$ cat src/rtl/cle_pkg.sv
`default_nettype none
// ----------------------------------------------------------------------------
// cle_pkg
// Shared types and character codes for the console line editor.
// ----------------------------------------------------------------------------
package cle_pkg;

    // Result kinds, as carried on m_tuser
    typedef enum logic [3:0] {
        KIND_ECHO    = 4'd0,
        KIND_BELL    = 4'd1,
        KIND_ERASE   = 4'd2,
        KIND_NLEND   = 4'd3,
        KIND_SILENT  = 4'd4,
        KIND_DATA    = 4'd5,
        KIND_NONE    = 4'd6,
        KIND_EOF     = 4'd7,
        KIND_IGNORED = 4'd8
    } kind_t;

    // Input commands, as carried on s_tuser[0]
    localparam logic CMD_CHAR    = 1'b0;
    localparam logic CMD_REQUEST = 1'b1;

    // Control characters
    localparam logic [7:0] CH_EOT = 8'h04;  // Ctrl-D
    localparam logic [7:0] CH_BS  = 8'h08;
    localparam logic [7:0] CH_LF  = 8'h0A;
    localparam logic [7:0] CH_CR  = 8'h0D;
    localparam logic [7:0] CH_NAK = 8'h15;  // Ctrl-U
    localparam logic [7:0] CH_DEL = 8'h7F;

    localparam int ERASE_W   = 9;
    localparam int ERASE_MAX = 511;

endpackage : cle_pkg
`default_nettype wire

$ cat src/rtl/cle_ram.sv
`default_nettype none
// ----------------------------------------------------------------------------
// cle_ram
// Simple dual-port RAM: one write port, one read port with registered data.
// ----------------------------------------------------------------------------
module cle_ram #(
    parameter int WIDTH = 8,
    parameter int DEPTH = 256
) (
    input  wire logic                     aclk,
    input  wire logic                     we,
    input  wire logic [$clog2(DEPTH)-1:0] waddr,
    input  wire logic [WIDTH-1:0]         wdata,
    input  wire logic                     re,
    input  wire logic [$clog2(DEPTH)-1:0] raddr,
    output logic      [WIDTH-1:0]         rdata
);

    logic [WIDTH-1:0] mem [DEPTH];

    always_ff @(posedge aclk) begin
        if (we) begin
            mem[waddr] <= wdata;
        end
    end

    // Hold read data until the next read
    always_ff @(posedge aclk) begin
        if (re) begin
            rdata <= mem[raddr];
        end
    end

endmodule : cle_ram
`default_nettype wire

$ cat src/rtl/console_line_editor.sv
`default_nettype none
// ----------------------------------------------------------------------------
// console_line_editor
// Cooked-mode line editor: stores and echoes received characters, handles
// rub-out, line kill and line end, and reads a finished line back on request.
// ----------------------------------------------------------------------------
//  channel   dir  tdata                           tuser
//  s_        in   [7:0] char_in                   [0] command, [1] rx_error
//  m_        out  [7:0] value, [16:8] erase_count [3:0] kind
//
//  One word accepted per cycle unless m_ stalls; each result passes through
//  the decode and result registers, taking line bytes from the store's read port.
//  Reset clears the edit and read state at once; the line store needs no
//  clearing pass, since only entries of the current line are ever read.
//  A stall on m_ holds the result and decode registers and drops s_tready.
// ----------------------------------------------------------------------------
module console_line_editor
    import cle_pkg::*;
#(
    parameter int LINE_CHARS = 256
) (
    input  wire logic        aclk,
    input  wire logic        aresetn,
    input  wire logic        s_tvalid,
    output logic             s_tready,
    input  wire logic [7:0]  s_tdata,   // [7:0] char_in
    input  wire logic [1:0]  s_tuser,   // [0] command, [1] rx_error
    output logic             m_tvalid,
    input  wire logic        m_tready,
    output logic [23:0]      m_tdata,   // [7:0] value, [16:8] erase_count
    output logic [3:0]       m_tuser    // [3:0] kind
);

    localparam int AW = $clog2(LINE_CHARS);
    localparam int CW = $clog2(LINE_CHARS + 1);
    localparam int XW = (CW > ERASE_W) ? CW : ERASE_W;

    // Edit and read state
    logic [CW-1:0] fill_count_reg, fill_count_next;
    logic [CW-1:0] read_pos_reg, read_pos_next;
    logic [CW-1:0] chars_left_reg, chars_left_next;
    logic          eof_pending_reg, eof_pending_next;

    // Decode stage
    logic               p1_valid_reg;
    kind_t              p1_kind_reg, p1_kind_next;
    logic [7:0]         p1_value_reg, p1_value_next;
    logic [ERASE_W-1:0] p1_erase_reg, p1_erase_next;
    logic               p1_ram_reg, p1_ram_next;

    // Result stage
    logic               out_valid_reg;
    kind_t              out_kind_reg;
    logic [7:0]         out_value_reg;
    logic [ERASE_W-1:0] out_erase_reg;

    logic          s_accept;
    logic          p1_move;
    logic          ram_we;
    logic [AW-1:0] ram_waddr;
    logic [7:0]    ram_wdata;
    logic          ram_re;
    logic [7:0]    ram_rdata;
    logic [XW-1:0] fill_x;
    logic [7:0]    char_in;
    logic          command;
    logic          rx_error;

    assign char_in  = s_tdata;
    assign command  = s_tuser[0];
    assign rx_error = s_tuser[1];

    assign p1_move  = p1_valid_reg && (!out_valid_reg || m_tready);
    assign s_tready = !p1_valid_reg || p1_move;
    assign s_accept = s_tvalid && s_tready;

    assign fill_x = XW'(fill_count_reg);

    always_comb begin
        fill_count_next  = fill_count_reg;
        read_pos_next    = read_pos_reg;
        chars_left_next  = chars_left_reg;
        eof_pending_next = eof_pending_reg;
        p1_kind_next     = KIND_NONE;
        p1_value_next    = 8'd0;
        p1_erase_next    = '0;
        p1_ram_next      = 1'b0;
        ram_we           = 1'b0;
        ram_waddr        = fill_count_reg[AW-1:0];
        ram_wdata        = char_in;
        ram_re           = 1'b0;

        if (command == CMD_REQUEST) begin
            if (chars_left_reg != '0 && read_pos_reg < CW'(LINE_CHARS)) begin
                p1_kind_next    = KIND_DATA;
                p1_ram_next     = 1'b1;
                ram_re          = s_accept;
                read_pos_next   = read_pos_reg + CW'(1);
                chars_left_next = chars_left_reg - CW'(1);
            end else if (eof_pending_reg) begin
                p1_kind_next     = KIND_EOF;
                eof_pending_next = 1'b0;
            end else begin
                p1_kind_next = KIND_NONE;
            end
        end else if (chars_left_reg != '0 || eof_pending_reg) begin
            p1_kind_next = KIND_IGNORED;
        end else if (rx_error || char_in == CH_EOT) begin
            p1_kind_next     = KIND_SILENT;
            eof_pending_next = (fill_count_reg == '0);
            chars_left_next  = fill_count_reg;
            read_pos_next    = '0;
            fill_count_next  = '0;
        end else if (char_in inside {CH_CR, CH_LF}) begin
            // Fill never exceeds LINE_CHARS-1, so the newline always fits
            p1_kind_next    = KIND_NLEND;
            p1_value_next   = CH_LF;
            ram_we          = s_accept;
            ram_wdata       = CH_LF;
            chars_left_next = fill_count_reg + CW'(1);
            read_pos_next   = '0;
            fill_count_next = '0;
        end else if (char_in inside {CH_DEL, CH_BS}) begin
            p1_kind_next = KIND_ERASE;
            if (fill_count_reg != '0) begin
                fill_count_next = fill_count_reg - CW'(1);
                p1_erase_next   = ERASE_W'(1);
            end
        end else if (char_in == CH_NAK) begin
            p1_kind_next    = KIND_ERASE;
            fill_count_next = '0;
            p1_erase_next   = (fill_x > XW'(ERASE_MAX)) ? ERASE_W'(ERASE_MAX)
                                                        : fill_x[ERASE_W-1:0];
        end else if (fill_count_reg >= CW'(LINE_CHARS - 1)) begin
            p1_kind_next = KIND_BELL;
        end else begin
            p1_kind_next    = KIND_ECHO;
            p1_value_next   = char_in;
            ram_we          = s_accept;
            fill_count_next = fill_count_reg + CW'(1);
        end
    end

    always_ff @(posedge aclk) begin
        if (!aresetn) begin
            fill_count_reg  <= '0;
            read_pos_reg    <= '0;
            chars_left_reg  <= '0;
            eof_pending_reg <= 1'b0;
        end else if (s_accept) begin
            fill_count_reg  <= fill_count_next;
            read_pos_reg    <= read_pos_next;
            chars_left_reg  <= chars_left_next;
            eof_pending_reg <= eof_pending_next;
        end
    end

    always_ff @(posedge aclk) begin
        if (!aresetn) begin
            p1_valid_reg <= 1'b0;
        end else if (s_tready) begin
            p1_valid_reg <= s_tvalid;
        end
    end

    always_ff @(posedge aclk) begin
        if (s_accept) begin
            p1_kind_reg  <= p1_kind_next;
            p1_value_reg <= p1_value_next;
            p1_erase_reg <= p1_erase_next;
            p1_ram_reg   <= p1_ram_next;
        end
    end

    always_ff @(posedge aclk) begin
        if (!aresetn) begin
            out_valid_reg <= 1'b0;
        end else if (!out_valid_reg || m_tready) begin
            out_valid_reg <= p1_valid_reg;
        end
    end

    // Take the line byte from the read port when the word came from the store
    always_ff @(posedge aclk) begin
        if (p1_move) begin
            out_kind_reg  <= p1_kind_reg;
            out_value_reg <= p1_ram_reg ? ram_rdata : p1_value_reg;
            out_erase_reg <= p1_erase_reg;
        end
    end

    cle_ram #(
        .WIDTH (8),
        .DEPTH (LINE_CHARS)
    ) u_line_store (
        .aclk  (aclk),
        .we    (ram_we),
        .waddr (ram_waddr),
        .wdata (ram_wdata),
        .re    (ram_re),
        .raddr (read_pos_reg[AW-1:0]),
        .rdata (ram_rdata)
    );

    assign m_tvalid = out_valid_reg;
    assign m_tuser  = out_kind_reg;
    assign m_tdata  = {7'd0, out_erase_reg, out_value_reg};

`ifndef NO_ASSERTIONS
    a_fill_bound: assert property (@(posedge aclk) disable iff (!aresetn)
        fill_count_reg <= CW'(LINE_CHARS - 1))
        else $error("fill count beyond store size");

    a_pending_excl: assert property (@(posedge aclk) disable iff (!aresetn)
        !(chars_left_reg != '0 && eof_pending_reg))
        else $error("eof pending with unread line characters");

    a_read_bound: assert property (@(posedge aclk) disable iff (!aresetn)
        ({1'b0, read_pos_reg} + {1'b0, chars_left_reg}) <= (CW+1)'(LINE_CHARS))
        else $error("read position and remaining count overrun the line");

    a_value_zero: assert property (@(posedge aclk) disable iff (!aresetn)
        (m_tvalid && m_tuser != KIND_ECHO && m_tuser != KIND_DATA
         && m_tuser != KIND_NLEND) |-> (m_tdata[7:0] == 8'd0))
        else $error("nonzero value on a result kind without data");

    a_erase_zero: assert property (@(posedge aclk) disable iff (!aresetn)
        (m_tvalid && m_tuser != KIND_ERASE) |-> (m_tdata[16:8] == 9'd0))
        else $error("nonzero erase count outside an erase result");
`endif

endmodule : console_line_editor
`default_nettype wire

$ cat config.mk
export PLATFORM = sky130hd
export DESIGN_NAME = console_line_editor
export DESIGN_NICKNAME = d
export VERILOG_FILES = /design/src/rtl/cle_pkg.sv /design/src/rtl/cle_ram.sv /design/src/rtl/console_line_editor.sv
export SDC_FILE = /design/constraint.sdc
export NUM_CORES = 2
export LEC_CHECK = 0
export BUFFER_PORTS_ARGS = -buffer_cell sky130_fd_sc_hd__buf_2
export CORE_MARGIN = 8
export CORE_UTILIZATION = 50
export CTS_CLUSTER_DIAMETER = 80
export CTS_CLUSTER_SIZE = 20
export DETAILED_ROUTE_END_ITERATION = 7
export PLACE_DENSITY = 0.64
export SLEW_MARGIN = 20
export SYNTH_ARGS = -nofsm -noshare
export SYNTH_HDL_FRONTEND = slang
export SYNTH_SLANG_ARGS = --single-unit
$ cat constraint.sdc
create_clock -name aclk -period 12.4 [get_ports aclk]
set_input_delay 3.72 -clock aclk [delete_from_list [all_inputs] [get_ports aclk]]
set_output_delay 3.72 -clock aclk [all_outputs]
set_load 0.01 [all_outputs]
After elaboration in Yosys (flattened, before gate mapping)
Memories as Yosys holds them, arrays and structs flattened. A register that Yosys moved wholly into a read port is not among the register bits.
Cells that the tools add are included.
{"block": "totals", "regBits": 73, "ram_bits": 2048, "inputBits": 14, "wordCells": 111, "mem_count": 1}
{"block": "classes", "add_sub_neg": 4, "magnitude_cmp": 3, "eq_ne": 11, "mux": 54, "bitwise": 2, "reduce_logical": 22}
{"memory": "u_line_store.mem", "depth": 256, "word_bits": 8, "read_ports": 1, "rd_ports_with_merged_regs": 1, "write_ports": 1, "line": "cle_ram.sv:19", "source": "logic [WIDTH-1:0] mem [DEPTH];"}
{"operator": "two-way mux 9 bit", "n": 19}
{"operator": "two-way mux 8 bit", "n": 5}
{"operator": "equality test 8 x 4 -> 1 bit (second input constant)", "n": 3}
{"operator": "two-way mux 4 bit", "n": 6}
{"operator": "two-way mux 1 bit", "n": 19}
{"operator": "adder 9 x 1 -> 9 bit (second input constant)", "n": 2}
{"operator": "nonzero test 9 bit", "n": 2}
{"operator": "subtractor 9 x 1 -> 9 bit (second input constant)", "n": 2}
{"operator": "greater-or-equal comparator 9 x 8 -> 1 bit (second input constant)", "n": 1}
{"operator": "greater-than comparator 9 bit (second input constant)", "n": 1}
{"operator": "logical NOT 9 bit", "n": 1}
{"operator": "< comparator 9 bit (second input constant)", "n": 1}
{"operator": "equality test 8 x 3 -> 1 bit (second input constant)", "n": 1}
{"operator": "equality test 8 x 5 -> 1 bit (second input constant)", "n": 1}
{"operator": "equality test 8 x 7 -> 1 bit (second input constant)", "n": 1}
{"operator": "two-way mux 2 bit", "n": 4}
{"operator": "AND reduction 4 bit", "n": 2}
{"operator": "OR reduction 7 bit", "n": 1}
{"operator": "nonzero test 2 bit", "n": 3}
{"operator": "inequality test 5 bit (second input constant)", "n": 1}
{"operator": "AND reduction 5 bit", "n": 1}
{"operator": "logical OR 1 bit", "n": 4}
{"operator": "inequality test 2 bit (second input constant)", "n": 2}
{"operator": "inequality test 4 x 3 -> 1 bit (second input constant)", "n": 1}
{"operator": "8 further kinds", "n": 12}

Depth between registers and ports, before layout
{"block": "depth", "word_depth": 14, "ltp_mapped": 14, "mapped_depth_nobuf": 12}

Modules after synthesis
From an unflattened synthesis, not the netlist that was laid out.
{"block": "hier_totals", "hier_cells": 4117, "hier_area_um2": 83472.6}
{"module": "cle_ram", "instances": 1, "cells_each": 3733, "area_each_um2": 79636.4}
{"module": "console_line_editor", "instances": 1, "cells_each": 384, "area_each_um2": 3836.2}

Worst setup path after synthesis
No wires, ideal clock.
{"block": "synth_path", "path_type": "input -> register", "from": "in s_tdata[4]", "to": "mem u_line_store.mem[0][2], data pin", "setup_ns": 1.455, "t_arrival_ns": 11.003, "path_slack_ns": -0.057, "cell_stages": 6, "path_buffers": 1, "path_cell_list": "nor4_2 > a31oi_1 > clkbuf_1 > nand2_1 > nor2_1 > nor2b_1"}
{"block": "synth_between", "elab_chain_cells": 6}
{"element": "start, declared", "line": "console_line_editor.sv:26", "source": "input wire logic [7:0] s_tdata,"}
{"element": "equality test 8 x 4 -> 1 bit", "line": "console_line_editor.sv:114", "source": "end else if (char_in inside {CH_CR, CH_LF}) begin"}
{"element": "nonzero test 2 bit", "line": "console_line_editor.sv:114"}
{"element": "two-way mux 8 bit", "line": "console_line_editor.sv:114"}
{"element": "two-way mux 8 bit *", "line": "console_line_editor.sv:108", "source": "end else if (rx_error || char_in == CH_EOT) begin"}
{"element": "two-way mux 8 bit *", "line": "console_line_editor.sv:106", "source": "end else if (chars_left_reg != '0 || eof_pending_reg) begin"}
{"element": "two-way mux 8 bit *", "line": "console_line_editor.sv:93", "source": "if (command == CMD_REQUEST) begin"}
{"element": "net ram_wdata[2]", "line": "console_line_editor.sv:61", "source": "logic [7:0] ram_wdata;"}
{"element": "end, declared", "line": "cle_ram.sv:19"}
Mark *: on every way through the listed nets, which the timed path passes. The rest lies on a longest branch.

Worst setup path after layout
{"block": "layout_path", "from": "in s_tdata[7]", "to": "mem u_line_store.mem[242][2] (enable)"}
{"block": "layout_between", "elab_chain_cells": 9}
{"element": "equality test 8 x 5 -> 1 bit (tied with other cells)", "line": "console_line_editor.sv:129", "source": "end else if (char_in == CH_NAK) begin"}
{"element": "two-way mux 1 bit or nonzero test 2 bit (tied branches)", "line": "console_line_editor.sv:129, console_line_editor.sv:123"}
{"element": "two-way mux 1 bit", "line": "console_line_editor.sv:123", "source": "end else if (char_in inside {CH_DEL, CH_BS}) begin"}
{"element": "two-way mux 1 bit", "line": "console_line_editor.sv:114"}
{"element": "two-way mux 1 bit *", "line": "console_line_editor.sv:108"}
{"element": "two-way mux 1 bit *", "line": "console_line_editor.sv:106"}
{"element": "two-way mux 1 bit *", "line": "console_line_editor.sv:93"}
{"element": "two-way mux 1 bit *", "line": "cle_ram.sv:22", "source": "if (we) begin"}
{"element": "two-way mux 1 bit (implied by the code) *", "line": "cle_ram.sv:23", "source": "mem[waddr] <= wdata;"}
Every way passes the cells marked *; elsewhere a longest branch is shown, timed or not.

==> reports/qor.json <==
{
  "tritoncts_num_sinks": 2129,
  "num_rows": 150,
  "dieWidth_um": 425,
  "drive_gt1_frac": 0.204,
  "synth-edff-count": 2099,
  "ys_ff_latch": 2129,
  "layout-area-overhead-vs-synth_pct": 6.98,
  "layout_setup_ws_ns": 4.07,
  "worst-path-max-fanout": 113,
  "detail_route.iter0.violations": 6711,
  "grt_setup_unrepaired": "false",
  "worst_path_dominant_cell_family": "simple AND/OR/NAND/NOR gates",
  "max_clock_freq_ghz": 0.120,
  "gp_congestion": 0.861,
  "final_min_period_over_clock_period": 0.671,
  "synth_most_common_cell": "edfxtp_1",
  "fin_crit_ns": 8.33,
  "leading_cell_types_by_total_area_after_synthesis": "edfxtp_1, mux4_2, mux2i_1",
  "layout.filler_cells": 12500,
  "critPathMostFrequentCell": "nor2_1",
  "finalMaxSlewViolations": 0,
  "worst_min_delay_path_category": "register to register",
  "path_buf_inv": 1,
  "synth-main-ff-cell": "edfxtp_1",
  "clk_root_buffer_cell": "clkbuf_16",
  "share_of_the_synthesized_area_in_the_top_cell_type": 0.753,
  "die_area_um2": 181000,
  "grt_pass1_vias": 40500,
  "power.leakage_uw": 0.0259,
  "fin_worst_skew_ns": 0.0392,
  "route.detailed.vias_per_inst": 6.62,
  "initial_antenna_violation_count": 4,
  "post_synth_inst_count": 4082,
  "power.density_cell_area_nw_per_um2": 163,
  "maximum_number_of_pins_on_one_net_before_global_route_repair": 157,
  "synth-seq-area-share": 0.760,
  "dp.final_hpwl_um": 133000,
  "worst_path_max_delay_cell": "nand4_1",
  "floorplan.core_area_um2": 167000,
  "resize_count_post_cts": 0,
  "pin_count": 44,
  "route.detailed.drc": 0,
  "grt_pass1_wl_um": 318000,
  "fin_nets": 4099,
  "synth-async-reset-ratio": 0,
  "worstSetupStartpointType": "input pin",
  "worst-setup-path-type": "input pin to register",
  "power.total_uw": 14600,
  "clk_pin_slew_ns": 0.08,
  "port_buffers": 36,
  "critical_path.cell_chain": "clkbuf_8, nand3b_1, nor2_1, o21ai_1, a31oi_4, nor2_2, nand4_1, nor2_1",
  "grt.total_usage": 0.246,
  "critPathRequiredTime_ns": 12.79,
  "clkLatencyLatePin_ns": 0.77,
  "synth.lib_cells_used.distinct": 77,
  "clock_tree_buffer_depth": 3,
  "crit_arrival_ns": 8.72,
  "post_synth.cell_area_avg_um2": 20.5,
  "finalSetupViolCount": 0,
  "crit_path_max_incr_delay_ns": 1.04,
  "timing.final.hold_violations": 0,
  "yosysWarnings": 0,
  "detail_route.wl_per_cell_um": 35.7,
  "starting_density_of_the_core": 0.502,
  "die_y_um": 425,
  "endpoint_kind": "register",
  "post_synthesis_instance_area_um2": 83700,
  "synth_common_cells": "edfxtp_1, mux4_2, nor2_1",
  "gr-total-overflow": 0,
  "max-slew-margin-rel": 0.189,
  "detailroute.via_count": 41800,
  "synth_largest_area_cell": "edfxtp_1",
  "max_vdd_drop_v": 0.000188,
  "ant_nets": 0,
  "run_status": "complete, no violations",
  "regMostFlops": "u_line_store.mem",
  "setup-tns-final_ns": 0,
  "tritoncts_buffer_count": 119,
  "largest_register_ff_count": 2048,
  "pin_slew_with_the_least_headroom_to_its_limit_ns": 1.20,
  "drtPass1Iterations": 6,
  "totalWireLength_um": 225000,
  "cts.repair_timing.setup_buffer_count": 0,
  "htreeDepth": 3,
  "cts_tree": "done",
  "max_cap_violations": 0,
  "post_cts_hold_buffer_count": 0,
  "place_worst_setup_slack_ns": 3.43
}
==> final cells by class <==
cell class	instances	area, µm²	share of cell area
well taps	2204	2760	0.0308
repair buffers	126	1040	0.0116
inverters	19	71.3	0.000797
flip-flops and latches	2129	63600	0.711
clock buffers	145	3140	0.0351
clock inverters	12	114	0.00127
diodes	1	2.50	0.0000279
multi-input cells	1682	18800	0.210
==> worst paths after layout <==
check	depth (start not counted)	slack, ns	endpoint	start
max	8	4.07	u_line_store.mem[242][2]$_DFFE_PP_	s_tdata[7]
min	0	0.43	m_tuser[2]$_DFFE_PP_	p1_kind_reg[2]$_SDFFCE_PP1N_
max reg2reg	11	6.86	u_line_store.mem[242][2]$_DFFE_PP_	fill_count_reg[0]$_SDFFE_PN0P_
min reg2reg	0	0.43	m_tuser[2]$_DFFE_PP_	p1_kind_reg[2]$_SDFFCE_PP1N_
==> layer usage <==
metal	vias up	wire (µm)	track usage
li1	16700	-	-
met1	22200	90400	0.359
met2	2558	103000	0.374
met3	346	23500	0.0526
met4	0	8010	0.0805
met5	-	0	0
==> cells in the final DEF, fill, tap and decap left out, types with 27 or more instances in the layout <==
cell type	n
o21ai_0	49
a221oi_1	27
nand2_1	88
buf_2	31
nor2_1	320
buf_4	79
a21oi_1	117
clkbuf_16	122
edfxtp_1	2099
mux2i_1	136
a22oi_1	56
mux4_2	509
nand3_1	37
==> power breakdown <==
group          switching (µW)  internal (µW)
registers                72.7           7960
clock network            2210           1780
logic                    1400           1170
==> cell families after synthesis <==
family | synth area share
adder cells (fa/ha/maj) | 0.00120
XOR/XNOR | 0.00157
AO/OA/AOI/OAI | 0.0311
other | 0.0000448
AND/OR/NAND/NOR | 0.0324
flip-flops | 0.760
buffers and inverters | 0.0177
multiplexers | 0.156
==> through the flow <==
step | utilization | hold slack [ns] | std cells | area [µm²]
final | 0.537 | 0.430 | 6318 | 89500
after global placement | 0.518 | 0.407 | 6160 | 86300
after CTS | 0.537 | 0.430 | 6317 | 89500
after global routing | 0.537 | 0.443 | 6317 | 89500
after detailed placement | 0.518 | 0.409 | 6160 | 86300
after floorplan | - | 0.400 | 4088 | 83700
No activity file was read; power rests on OpenSTA's default activity.
